**config.mk**
```make
export PLATFORM = sky130hd
export DESIGN_NAME = i2c_xyz_frame_receiver_top
export DESIGN_NICKNAME = d
export VERILOG_FILES = /design/src/ixfr_pkg.sv /design/src/ixfr_assembler.sv /design/src/ixfr_rate_lane.sv /design/src/i2c_xyz_frame_receiver_top.sv
export SDC_FILE = /design/constraint.sdc
export NUM_CORES = 2
export LEC_CHECK = 0
export BUFFER_PORTS_ARGS = -buffer_cell sky130_fd_sc_hd__buf_2
export CORE_ASPECT_RATIO = 1.75
export CORE_MARGIN = 1.5
export CORE_UTILIZATION = 52
export DETAILED_ROUTE_END_ITERATION = 6
export PLACE_DENSITY = 0.67
export SETUP_SLACK_MARGIN = 0.4
export SYNTH_ARGS = -nofsm -noshare
export SYNTH_HDL_FRONTEND = slang
export SYNTH_SLANG_ARGS = --single-unit
export TNS_END_PERCENT = 20
```
**constraint.sdc**
```tcl
create_clock -name clk -period 13.55 [get_ports clk]
set_input_delay 2.71 -clock clk [delete_from_list [all_inputs] [get_ports clk]]
set_output_delay 2.71 -clock clk [all_outputs]
set_load 0.02 [all_outputs]
```
**src/ixfr_pkg.sv**
```systemverilog
// Package of the frame receiver: constants, event codes and shared types.
`timescale 1ns / 1ps

package ixfr_pkg;

  localparam int unsigned FRAME_BYTES = 12;
  localparam int unsigned INDEX_W     = 4;
  localparam int unsigned WORD_W      = 32;
  localparam int unsigned RATE_W      = 23;
  localparam int unsigned CNT_W       = 8;

  // Reciprocal of 1000 scaled by two to the power RECIP_SHIFT, rounded up.
  // It is exact for every magnitude up to two to the power 31.
  localparam int unsigned RECIP_SHIFT = 41;
  localparam logic [WORD_W-1:0] RECIP_1000 = 32'd2199023256;

  typedef enum logic [2:0] {
    EV_START = 3'd0,
    EV_BYTE  = 3'd1,
    EV_STOP  = 3'd2,
    EV_NACK  = 3'd3,
    EV_BERR  = 3'd4,
    EV_ARLO  = 3'd5
  } ev_t;

  typedef struct packed {
    logic              sign;
    logic [WORD_W-1:0] mag;
  } word_t;

  typedef struct packed {
    logic             frame_ok;
    word_t            x;
    word_t            y;
    word_t            z;
    logic [CNT_W-1:0] good;
    logic [CNT_W-1:0] bad;
    logic             led;
  } frame_t;

endpackage

```
**src/ixfr_assembler.sv**
```systemverilog
// Frame assembly: event decoding, byte store, counters and the frame register.
`timescale 1ns / 1ps

module ixfr_assembler (
  input  logic                 clk,
  input  logic                 rst_n,
  input  logic                 in_valid,
  output logic                 in_ready,
  input  logic [2:0]           in_req_type,
  input  logic [7:0]           in_rx_byte,
  input  logic                 down_free,
  output logic                 frame_valid,
  output ixfr_pkg::frame_t     frame
);

  logic [7:0]                     store_r [ixfr_pkg::FRAME_BYTES];
  logic [ixfr_pkg::INDEX_W-1:0]   index_r;
  logic                           err_r;
  logic [ixfr_pkg::CNT_W-1:0]     good_r;
  logic [ixfr_pkg::CNT_W-1:0]     bad_r;
  logic                           led_r;
  logic                           frame_valid_r;
  ixfr_pkg::frame_t               frame_r;
  ixfr_pkg::frame_t               frame_nxt;
  logic                           accept;
  logic                           take;
  logic                           ok;
  ixfr_pkg::ev_t                  ev;

  function automatic ixfr_pkg::word_t make_word(input logic [31:0] w);
    ixfr_pkg::word_t r;
    r.sign = w[31];
    r.mag  = w[31] ? (~w + 32'd1) : w;
    return r;
  endfunction

  assign take     = frame_valid_r && down_free;
  assign in_ready = !frame_valid_r || down_free;
  assign accept   = in_valid && in_ready;
  assign ev       = ixfr_pkg::ev_t'(in_req_type);
  assign ok       = !err_r && (index_r == ixfr_pkg::INDEX_W'(ixfr_pkg::FRAME_BYTES));

  always_comb begin
    frame_nxt.frame_ok = ok;
    frame_nxt.x    = make_word({store_r[3], store_r[2], store_r[1], store_r[0]});
    frame_nxt.y    = make_word({store_r[7], store_r[6], store_r[5], store_r[4]});
    frame_nxt.z    = make_word({store_r[11], store_r[10], store_r[9], store_r[8]});
    frame_nxt.good = ok ? good_r + 8'd1 : good_r;
    frame_nxt.bad  = ok ? bad_r : bad_r + 8'd1;
    frame_nxt.led  = led_r ^ ok;
    if (!ok) begin
      frame_nxt.x = '0;
      frame_nxt.y = '0;
      frame_nxt.z = '0;
    end
  end

  // The byte store has no reset: a frame passes only once all entries are written.
  always_ff @(posedge clk) begin
    if (accept && ev == ixfr_pkg::EV_BYTE &&
        index_r < ixfr_pkg::INDEX_W'(ixfr_pkg::FRAME_BYTES)) begin
      store_r[index_r] <= in_rx_byte;
    end
  end

  always_ff @(posedge clk) begin
    if (!rst_n) begin
      index_r       <= '0;
      err_r         <= 1'b0;
      good_r        <= '0;
      bad_r         <= '0;
      led_r         <= 1'b0;
      frame_valid_r <= 1'b0;
    end else begin
      // The frame register stays full unless it is taken, and a new stop refills it.
      frame_valid_r <= (frame_valid_r && !take) ||
                       (accept && ev == ixfr_pkg::EV_STOP);
      if (accept) begin
        unique case (ev) inside
          ixfr_pkg::EV_START: begin
            index_r <= '0;
            err_r   <= 1'b0;
          end
          ixfr_pkg::EV_BYTE: begin
            if (index_r < ixfr_pkg::INDEX_W'(ixfr_pkg::FRAME_BYTES)) begin
              index_r <= index_r + 4'd1;
            end else begin
              err_r <= 1'b1;
            end
          end
          ixfr_pkg::EV_NACK, ixfr_pkg::EV_BERR, ixfr_pkg::EV_ARLO: begin
            err_r <= 1'b1;
          end
          ixfr_pkg::EV_STOP: begin
            good_r <= frame_nxt.good;
            bad_r  <= frame_nxt.bad;
            led_r  <= frame_nxt.led;
          end
          default: begin
          end
        endcase
      end
    end
  end

  always_ff @(posedge clk) begin
    if (accept && ev == ixfr_pkg::EV_STOP) begin
      frame_r <= frame_nxt;
    end
  end

  assign frame_valid = frame_valid_r;
  assign frame       = frame_r;

endmodule

```
**src/ixfr_rate_lane.sv**
```systemverilog
// One division lane: signed magnitude divided by 1000 through a reciprocal product.
`timescale 1ns / 1ps

module ixfr_rate_lane (
  input  ixfr_pkg::word_t                   wd,
  output logic signed [ixfr_pkg::RATE_W-1:0] rate
);

  logic [2*ixfr_pkg::WORD_W-1:0] prod;
  logic [ixfr_pkg::RATE_W-1:0]   q;

  assign prod = (2*ixfr_pkg::WORD_W)'(wd.mag) * (2*ixfr_pkg::WORD_W)'(ixfr_pkg::RECIP_1000);
  assign q    = prod[ixfr_pkg::RECIP_SHIFT +: ixfr_pkg::RATE_W];
  // Truncation toward zero: divide the magnitude, then restore the sign.
  assign rate = signed'(wd.sign ? (ixfr_pkg::RATE_W'(0) - q) : q);

endmodule

```
**src/i2c_xyz_frame_receiver_top.sv**
```systemverilog
// A stop word loads the frame register; the frame then moves on into the result register, which drives out_valid.
// Throughput: one event word per cycle; the input stalls only while the frame register
// and the result register both hold a result and out_ready is low.
// The frame register and the result register each hold one stop, so stops flow at one
// per cycle while out_ready stays high.
// Reset (rst_n low, synchronous) clears the index, error flag, counters, LED and valids.
`timescale 1ns / 1ps

module i2c_xyz_frame_receiver_top (
  input  logic                               clk,
  input  logic                               rst_n,
  input  logic                               in_valid,
  output logic                               in_ready,
  input  logic [2:0]                         in_req_type,
  input  logic [7:0]                         in_rx_byte,
  output logic                               out_valid,
  input  logic                               out_ready,
  output logic                               out_frame_ok,
  output logic signed [ixfr_pkg::RATE_W-1:0] out_x_rate,
  output logic signed [ixfr_pkg::RATE_W-1:0] out_y_rate,
  output logic signed [ixfr_pkg::RATE_W-1:0] out_z_rate,
  output logic [ixfr_pkg::CNT_W-1:0]         out_good_frames,
  output logic [ixfr_pkg::CNT_W-1:0]         out_bad_frames,
  output logic                               out_led_level
);

  // The assembler updates the frame state on every accepted word. A stop word
  // also loads the frame register with the three words in sign and magnitude
  // form together with the counters as they stand after that stop.
  logic                               frame_valid;
  ixfr_pkg::frame_t                   frame;
  logic                               out_free;

  logic signed [ixfr_pkg::RATE_W-1:0] x_nxt;
  logic signed [ixfr_pkg::RATE_W-1:0] y_nxt;
  logic signed [ixfr_pkg::RATE_W-1:0] z_nxt;

  logic                               out_valid_r;
  logic                               frame_ok_r;
  logic signed [ixfr_pkg::RATE_W-1:0] x_r;
  logic signed [ixfr_pkg::RATE_W-1:0] y_r;
  logic signed [ixfr_pkg::RATE_W-1:0] z_r;
  logic [ixfr_pkg::CNT_W-1:0]         good_r;
  logic [ixfr_pkg::CNT_W-1:0]         bad_r;
  logic                               led_r;

  // The result register is free when empty or when its word leaves this cycle.
  assign out_free = !out_valid_r || out_ready;

  ixfr_assembler u_asm (
    .clk         (clk),
    .rst_n       (rst_n),
    .in_valid    (in_valid),
    .in_ready    (in_ready),
    .in_req_type (in_req_type),
    .in_rx_byte  (in_rx_byte),
    .down_free   (out_free),
    .frame_valid (frame_valid),
    .frame       (frame)
  );

  // Three independent division lanes, one per axis, sit between the frame
  // register and the result register.
  ixfr_rate_lane u_lane_x (.wd(frame.x), .rate(x_nxt));
  ixfr_rate_lane u_lane_y (.wd(frame.y), .rate(y_nxt));
  ixfr_rate_lane u_lane_z (.wd(frame.z), .rate(z_nxt));

  always_ff @(posedge clk) begin
    if (!rst_n) begin
      out_valid_r <= 1'b0;
    end else if (out_free) begin
      out_valid_r <= frame_valid;
    end
  end

  // Payload registers carry no reset; they load whenever a frame moves on.
  always_ff @(posedge clk) begin
    if (out_free && frame_valid) begin
      frame_ok_r <= frame.frame_ok;
      x_r        <= x_nxt;
      y_r        <= y_nxt;
      z_r        <= z_nxt;
      good_r     <= frame.good;
      bad_r      <= frame.bad;
      led_r      <= frame.led;
    end
  end

  assign out_valid       = out_valid_r;
  assign out_frame_ok    = frame_ok_r;
  assign out_x_rate      = x_r;
  assign out_y_rate      = y_r;
  assign out_z_rate      = z_r;
  assign out_good_frames = good_r;
  assign out_bad_frames  = bad_r;
  assign out_led_level   = led_r;

endmodule

```
Word-level counts from Yosys, hierarchy flattened
Memory sizes are Yosys's and may differ from the RTL's.
Index checks and enable logic that the tools add are counted.
{"block": "totals", "register_bits": 228, "ramBits": 96, "in_bits": 15, "wordCells": 91, "memories": 1}
{"name": "u_asm.store_r", "words": 12, "word_bits": 8, "rd": 12, "rd_clocked_by_memory_dff": 0, "wr": 1, "line_no": "ixfr_assembler.sv:16", "rtl": "logic [7:0] store_r [ixfr_pkg::FRAME_BYTES];"}
{"block": "classes", "add_sub_neg": 9, "mul": 3, "magnitude_cmp": 1, "n_eq_ne": 8, "mux": 14, "bitwise_logic": 4, "n_reduce_logical": 24}
{"op": "$mul A32 B29 Y61 const B", "count": 3}
{"op": "$add A32 B1 Y32 const B", "count": 3}
{"op": "$not A32 Y32", "count": 3}
{"op": "$mux W31", "count": 3}
{"op": "$mux W23", "count": 3}
{"op": "$sub A1 B23 Y23 const A", "count": 3}
{"op": "$add A8 B1 Y8 const B", "count": 2}
{"op": "$mux W8", "count": 2}
{"op": "$pmux W4 S2", "count": 1}
{"op": "$reduce_and A2 Y1", "count": 4}
{"op": "$logic_and A1 B1 Y1", "count": 7}
{"op": "$eq A3 B2 Y1 const B", "count": 2}
{"op": "$eq A3 B3 Y1 const B", "count": 2}
{"op": "$reduce_and A3 Y1", "count": 2}
{"op": "$add A4 B1 Y4 const B", "count": 1}
{"op": "$eq A4 B4 Y1 const B", "count": 1}
{"op": "$logic_not A1 Y1", "count": 4}
{"op": "$lt A4 B4 Y1 const B", "count": 1}
{"op": "$mux W4", "count": 1}
{"op": "$ne A2 B2 Y1 const B", "count": 2}
{"op": "$eq A3 B1 Y1 const B", "count": 1}
{"op": "$logic_not A3 Y1", "count": 1}
{"op": "$logic_or A1 B1 Y1", "count": 3}
{"op": "$mux W1", "count": 3}
{"op": "5 further kinds", "count": 5}

Depth between registers and ports, before layout
{"block": "depth", "word_depth": 8, "mapped_depth": 30, "depth_no_buf": 29}

Modules after synthesis
From an unflattened synthesis, not the netlist that was laid out.
{"block": "unflattened", "cells_unflattened": 5954, "hier_area_um2": 60226.5}
{"mod": "ixfr_rate_lane at u_lane_z", "instances": 1, "cells_per_inst": 1711, "area_per_inst_um2": 15874.0, "seq_area_each_um2": 0.0}
{"mod": "ixfr_rate_lane at u_lane_y", "instances": 1, "cells_per_inst": 1710, "area_per_inst_um2": 15755.1, "seq_area_each_um2": 0.0}
{"mod": "ixfr_rate_lane at u_lane_x", "instances": 1, "cells_per_inst": 1644, "area_per_inst_um2": 15522.4, "seq_area_each_um2": 0.0}
{"mod": "ixfr_assembler", "instances": 1, "cells_per_inst": 797, "area_per_inst_um2": 10405.0, "seq_area_each_um2": 6856.6}
{"mod": "i2c_xyz_frame_receiver_top", "instances": 1, "cells_per_inst": 92, "area_per_inst_um2": 2670.1, "seq_area_each_um2": 2632.5}

Worst setup path before layout
No wires, ideal clock.
{"block": "synth_path", "kind": "input port to flip-flop", "from": "input out_ready", "to": "register u_asm.bad_r[2] (netlist name)", "t_arrival_ns": 7.948, "setup_slack_ns": 5.487, "stages": 9, "n_path_buf": 1, "path_cell_list": "nor2b_1 -> nand2_1 -> nand2_1 -> or4b_2 -> inv_1 -> clkbuf_1 -> nand3_1 -> xnor2_1 -> and2_1"}
{"block": "synth_via", "elab_chain_len": 4}
{"item": "from (decl)", "line_no": "i2c_xyz_frame_receiver_top.sv:17", "rtl": "input logic out_ready,"}
{"item": "$logic_or A1 B1 Y1", "line_no": "i2c_xyz_frame_receiver_top.sv:48", "rtl": "assign out_free = !out_valid_r || out_ready;"}
{"item": "$logic_or A1 B1 Y1", "line_no": "ixfr_assembler.sv:38", "rtl": "assign in_ready = !frame_valid_r || down_free;"}
{"item": "via in_ready", "line_no": "i2c_xyz_frame_receiver_top.sv:13", "rtl": "output logic in_ready,"}
{"item": "$logic_and A1 B1 Y1", "line_no": "ixfr_assembler.sv:39", "rtl": "assign accept = in_valid && in_ready;"}
{"item": "$reduce_and A2 Y1 (no line)"}
{"item": "to (signal assigned)", "line_no": "ixfr_assembler.sv:96", "rtl": "bad_r <= frame_nxt.bad;"}
{"item": "to (decl)", "line_no": "ixfr_assembler.sv:20", "rtl": "logic [ixfr_pkg::CNT_W-1:0] bad_r;"}
The timed path passes the listed nets, and every way through them passes these cells.
A chain may end at the register's enable or synchronous reset.

Worst setup path in the final report
{"block": "layout_path", "from": "register u_asm.frame_r, in the netlist u_asm.frame[69]", "to": "register y_r, in the netlist out_y_rate[22], data pin"}
{"block": "layout_via", "elab_chain_len": 3}
{"item": "from (decl)", "line_no": "ixfr_assembler.sv:23", "rtl": "ixfr_pkg::frame_t frame_r;"}
{"item": "from (signal assigned)", "line_no": "ixfr_assembler.sv:108", "rtl": "frame_r <= frame_nxt;"}
{"item": "$mul A32 B29 Y61 *", "line_no": "ixfr_rate_lane.sv:12", "rtl": "assign prod = (2*ixfr_pkg::WORD_W)'(wd.mag) * (2*ixfr_pkg::WORD_W)'(ixfr_pkg::RECIP_1000);"}
{"item": "$sub A1 B23 Y23", "line_no": "ixfr_rate_lane.sv:15", "rtl": "assign rate = signed'(wd.sign ? (ixfr_pkg::RATE_W'(0) - q) : q);"}
{"item": "$mux W23 *", "line_no": "ixfr_rate_lane.sv:15"}
{"item": "via u_lane_y.rate (one bit)", "line_no": "ixfr_rate_lane.sv:6", "rtl": "output logic signed [ixfr_pkg::RATE_W-1:0] rate"}
{"item": "to (signal assigned)", "line_no": "i2c_xyz_frame_receiver_top.sv:81", "rtl": "y_r <= y_nxt;"}
{"item": "to (decl)", "line_no": "i2c_xyz_frame_receiver_top.sv:41", "rtl": "logic signed [ixfr_pkg::RATE_W-1:0] y_r;"}
The timed path passes the listed nets; every way through them passes the cells marked *.

==> metrics.txt <==
vias in the first global route=around 48000; Via Count=about 42000; layout cells sized above 1=under 10%; pwr dens=between 60 and 70 nW/um^2; grt ovf=0; unrepaired setup endpoints after global routing=false; Synth area leader=fa_1; R2R cell count=25; top cells by area, synth=fa_1 30%, ha_1 25%, edfxtp_1 15%, inv_1 10%, xor2_1 1.7%; WP data arrival=approximately 9.6 ns; maxcap violations=0; CTS tree=built; dpl ws=roughly 4.4 ns; TNS Setup=0 ns; critical path fanouts, max=10; Synth Flop Type=edfxtp_1; die extent in x=259.2 um; routed len/inst=22.26 um; GP Congestion=between 0.9 and 1; Cells after Synth=a little under 6000; Worst EP required=between 10 and 15 ns; Hold Path Cell Cnt=0; postcts setup bufs=0; endpoints failing setup=0; synth cell count leaders=1646 x inv_1, 1176 x ha_1, 894 x fa_1; Root Driver=clkbuf_16; IO Count=~100; die height=~450 um; Initial DRC Count=about 1900; r2r startpoint=u_asm.frame[69]; drt pass-1 iters=6; Die ar.=between 100000 and 150000 sq um; Starting Density=52.35%; post-synthesis sequential area ratio=approximately 16%; WHS Endpoint=out_bad_frames[0]; Final Hold Vio Count=0; Clock transition at path regs=0.07 ns; CP Class=register to register; GR Util All Layers=between 20 and 30%; flip-flop and latch count after synthesis=~320; Max Slew Vio Count=0; worst min path class=register to register; Max rail drop VDD=~0.09 mV; Worst Setup SP=u_asm.frame[69]; post-synthesis net count=around 8000; clk_lat worst skew=~0.6 ns; Synth Cell Area=59730 sq um; Synth-to-Final Area Change=5.853%; Synth Warn #=0; PostCTS Resize Cnt=0; Synth Area per Inst=~10 sq um; critical path launch point type=register; ys async rst share=0%; # DRC=0; CP Capture Type=register; CTS max path bufs=3; worst reg2reg path endpoint=out_y_rate[22]; Leak=32.98 nW; Core Rows=roughly 160; cts hold-fix bufs=0; min Tclk post-route=roughly 9 ns; Final period util=67.52%; maximum clock rate=approximately 0.11 GHz; top cell type's share of synthesized area=between 20% and 30%; largest net degree at the start of global routing=79; WL final=approximately 170000 um; initial antenna violation count=4; Slew HR=30.07%; vias per cell=between 5 and 6; Netlist cell types=just over 100; top-count cell post-synth=inv_1; htree depth=2; Least-Margin Pin Slew=between 1 and 1.5 ns; post-route ant nets=0; Core ar.=approximately 110000 sq um; CTS buffer count=36; Post-synth EDFFs=300; Post-layout nets=8104; status=completed; FF-to-FF setup slack=4.40 ns; Power Total=roughly 4.4 mW; clk_skew=between 0.04 and 0.05 ns; Final WS setup=approximately 4.4 ns; fin util=between 50% and 60%; Fill cells=10190; Clock Sinks=~320; min-delay src=u_asm.frame[1]; DPL Wire Length=145900 um; first-pass GRT wire length=approximately 260000 um; I/O Buffers=103
## state kept, by name (all words and copies together), names as in the netlist
signal	flops
out_valid	1
out_z_rate	23
out_y_rate	23
u_asm.err_r	1
out_led_level	1
u_asm.bad_r	8
u_asm.frame	117
u_asm.good_r	8
u_asm.frame_valid	1
out_frame_ok	1
out_good_frames	8
u_asm.led_r	1
out_x_rate	23
u_asm.index_r	4
out_bad_frames	8
u_asm.store_r	96
## cells by family (layout without fill, tap and decap cells)
group / count (synthesis) / after routing / share of synthesized area, %
AOI/OAI and AO/OA: 713 / 713 / 7.950
xor gates and xnor gates: 208 / 208 / 3.050
adders and majority gates: 2070 / 2070 / 54.60
buffers and inverters: 1718 / 1828 / 10.83
DFF: 324 / 324 / 15.89
muxes: 12 / 12 / 0.2074
other: 0 / 1 / 0
and+or+nand+nor: 889 / 889 / 7.476
## critical path, cell delays in order (launching register included)
cell	delay (ns)
edfxtp_1	0.84
ha_1	0.40
fa_1	0.45
fa_1	0.51
inv_1	0.05
fa_1	0.47
inv_1	0.07
fa_1	0.48
fa_1	0.51
fa_1	0.50
inv_1	0.05
fa_1	0.49
inv_1	0.05
ha_1	0.37
nand4_1	0.17
nor4_1	0.37
nand2_1	0.22
a311oi_1	0.56
a211o_1	0.28
xnor2_1	0.21
ha_1	0.24
o2111ai_1	0.21
nor4_1	0.63
nand4_1	0.35
or3_1	0.43
nand3_1	0.09
## through the flow
stage / hold WS, ns / cells / area, sq um
after floorplan: 0.4003 / 5934 / 59730
after global placement: 0.4005 / 7475 / 61950
after detailed placement: 0.4056 / 7475 / 61950
after CTS: 0.4201 / 7538 / 63220
after global routing: 0.4290 / 7539 / 63220
final: 0.4188 / 7539 / 63220
## metal layers
layer | vias up | global-route usage (%) | part of all wire, %
li1 | 19390 | - | -
met1 | 20960 | 28.48 | 33
met2 | 1013 | 57.95 | 55
met3 | 570 | 2.207 | 2.6
met4 | 6 | 24.16 | 9.9
met5 | - | 0 | 0.026
## worst max path at each step
stage	endpoint	slack, ns	depth (start not counted)
2_1_floorplan	u_asm.bad_r[2]	5.49	9
3_3_place_gp	out_y_rate[20]	4.45	25
3_5_place_dp	out_y_rate[20]	4.45	25
4_1_cts	out_y_rate[22]	4.41	25
5_1_grt	out_y_rate[20]	3.93	25
6_report	out_y_rate[22]	4.40	25
## power by group
part           internal (mW)  switching, mW  leakage (nW)
Combinational          0.770           1.37          29.3
Clock                  0.639          0.456         0.613
Sequential              1.11         0.0130          3.07
## final cells by class
cell class	count	area [sq um]	area share (%)
multi-input cells	3892	43780	69.24
flip-flops and latches	324	9489	15.01
inverters	1647	6185	9.782
well taps	1494	1869	2.957
clock buffers	39	933.4	1.476
repair buffers	118	628.1	0.9935
clock inverters	24	337.8	0.5343
diodes	1	2.502	0.003958
## cell usage in the layout (no fill, tap or decap), types with 56 or more instances in the layout
master | netlist | layout
inv_1 | 1646 | 1645
ha_1 | 1176 | 1176
fa_1 | 894 | 894
edfxtp_1 | 300 | 300
nand2_1 | 265 | 265
nor2_1 | 207 | 207
a21oi_1 | 200 | 200
o21ai_0 | 149 | 149
xor2_1 | 115 | 115
buf_2 | 9 | 103
xnor2_1 | 93 | 93
nand4_1 | 59 | 59
nand3_1 | 57 | 57
a21o_1 | 56 | 56
(Power assumes the default switching activity.)
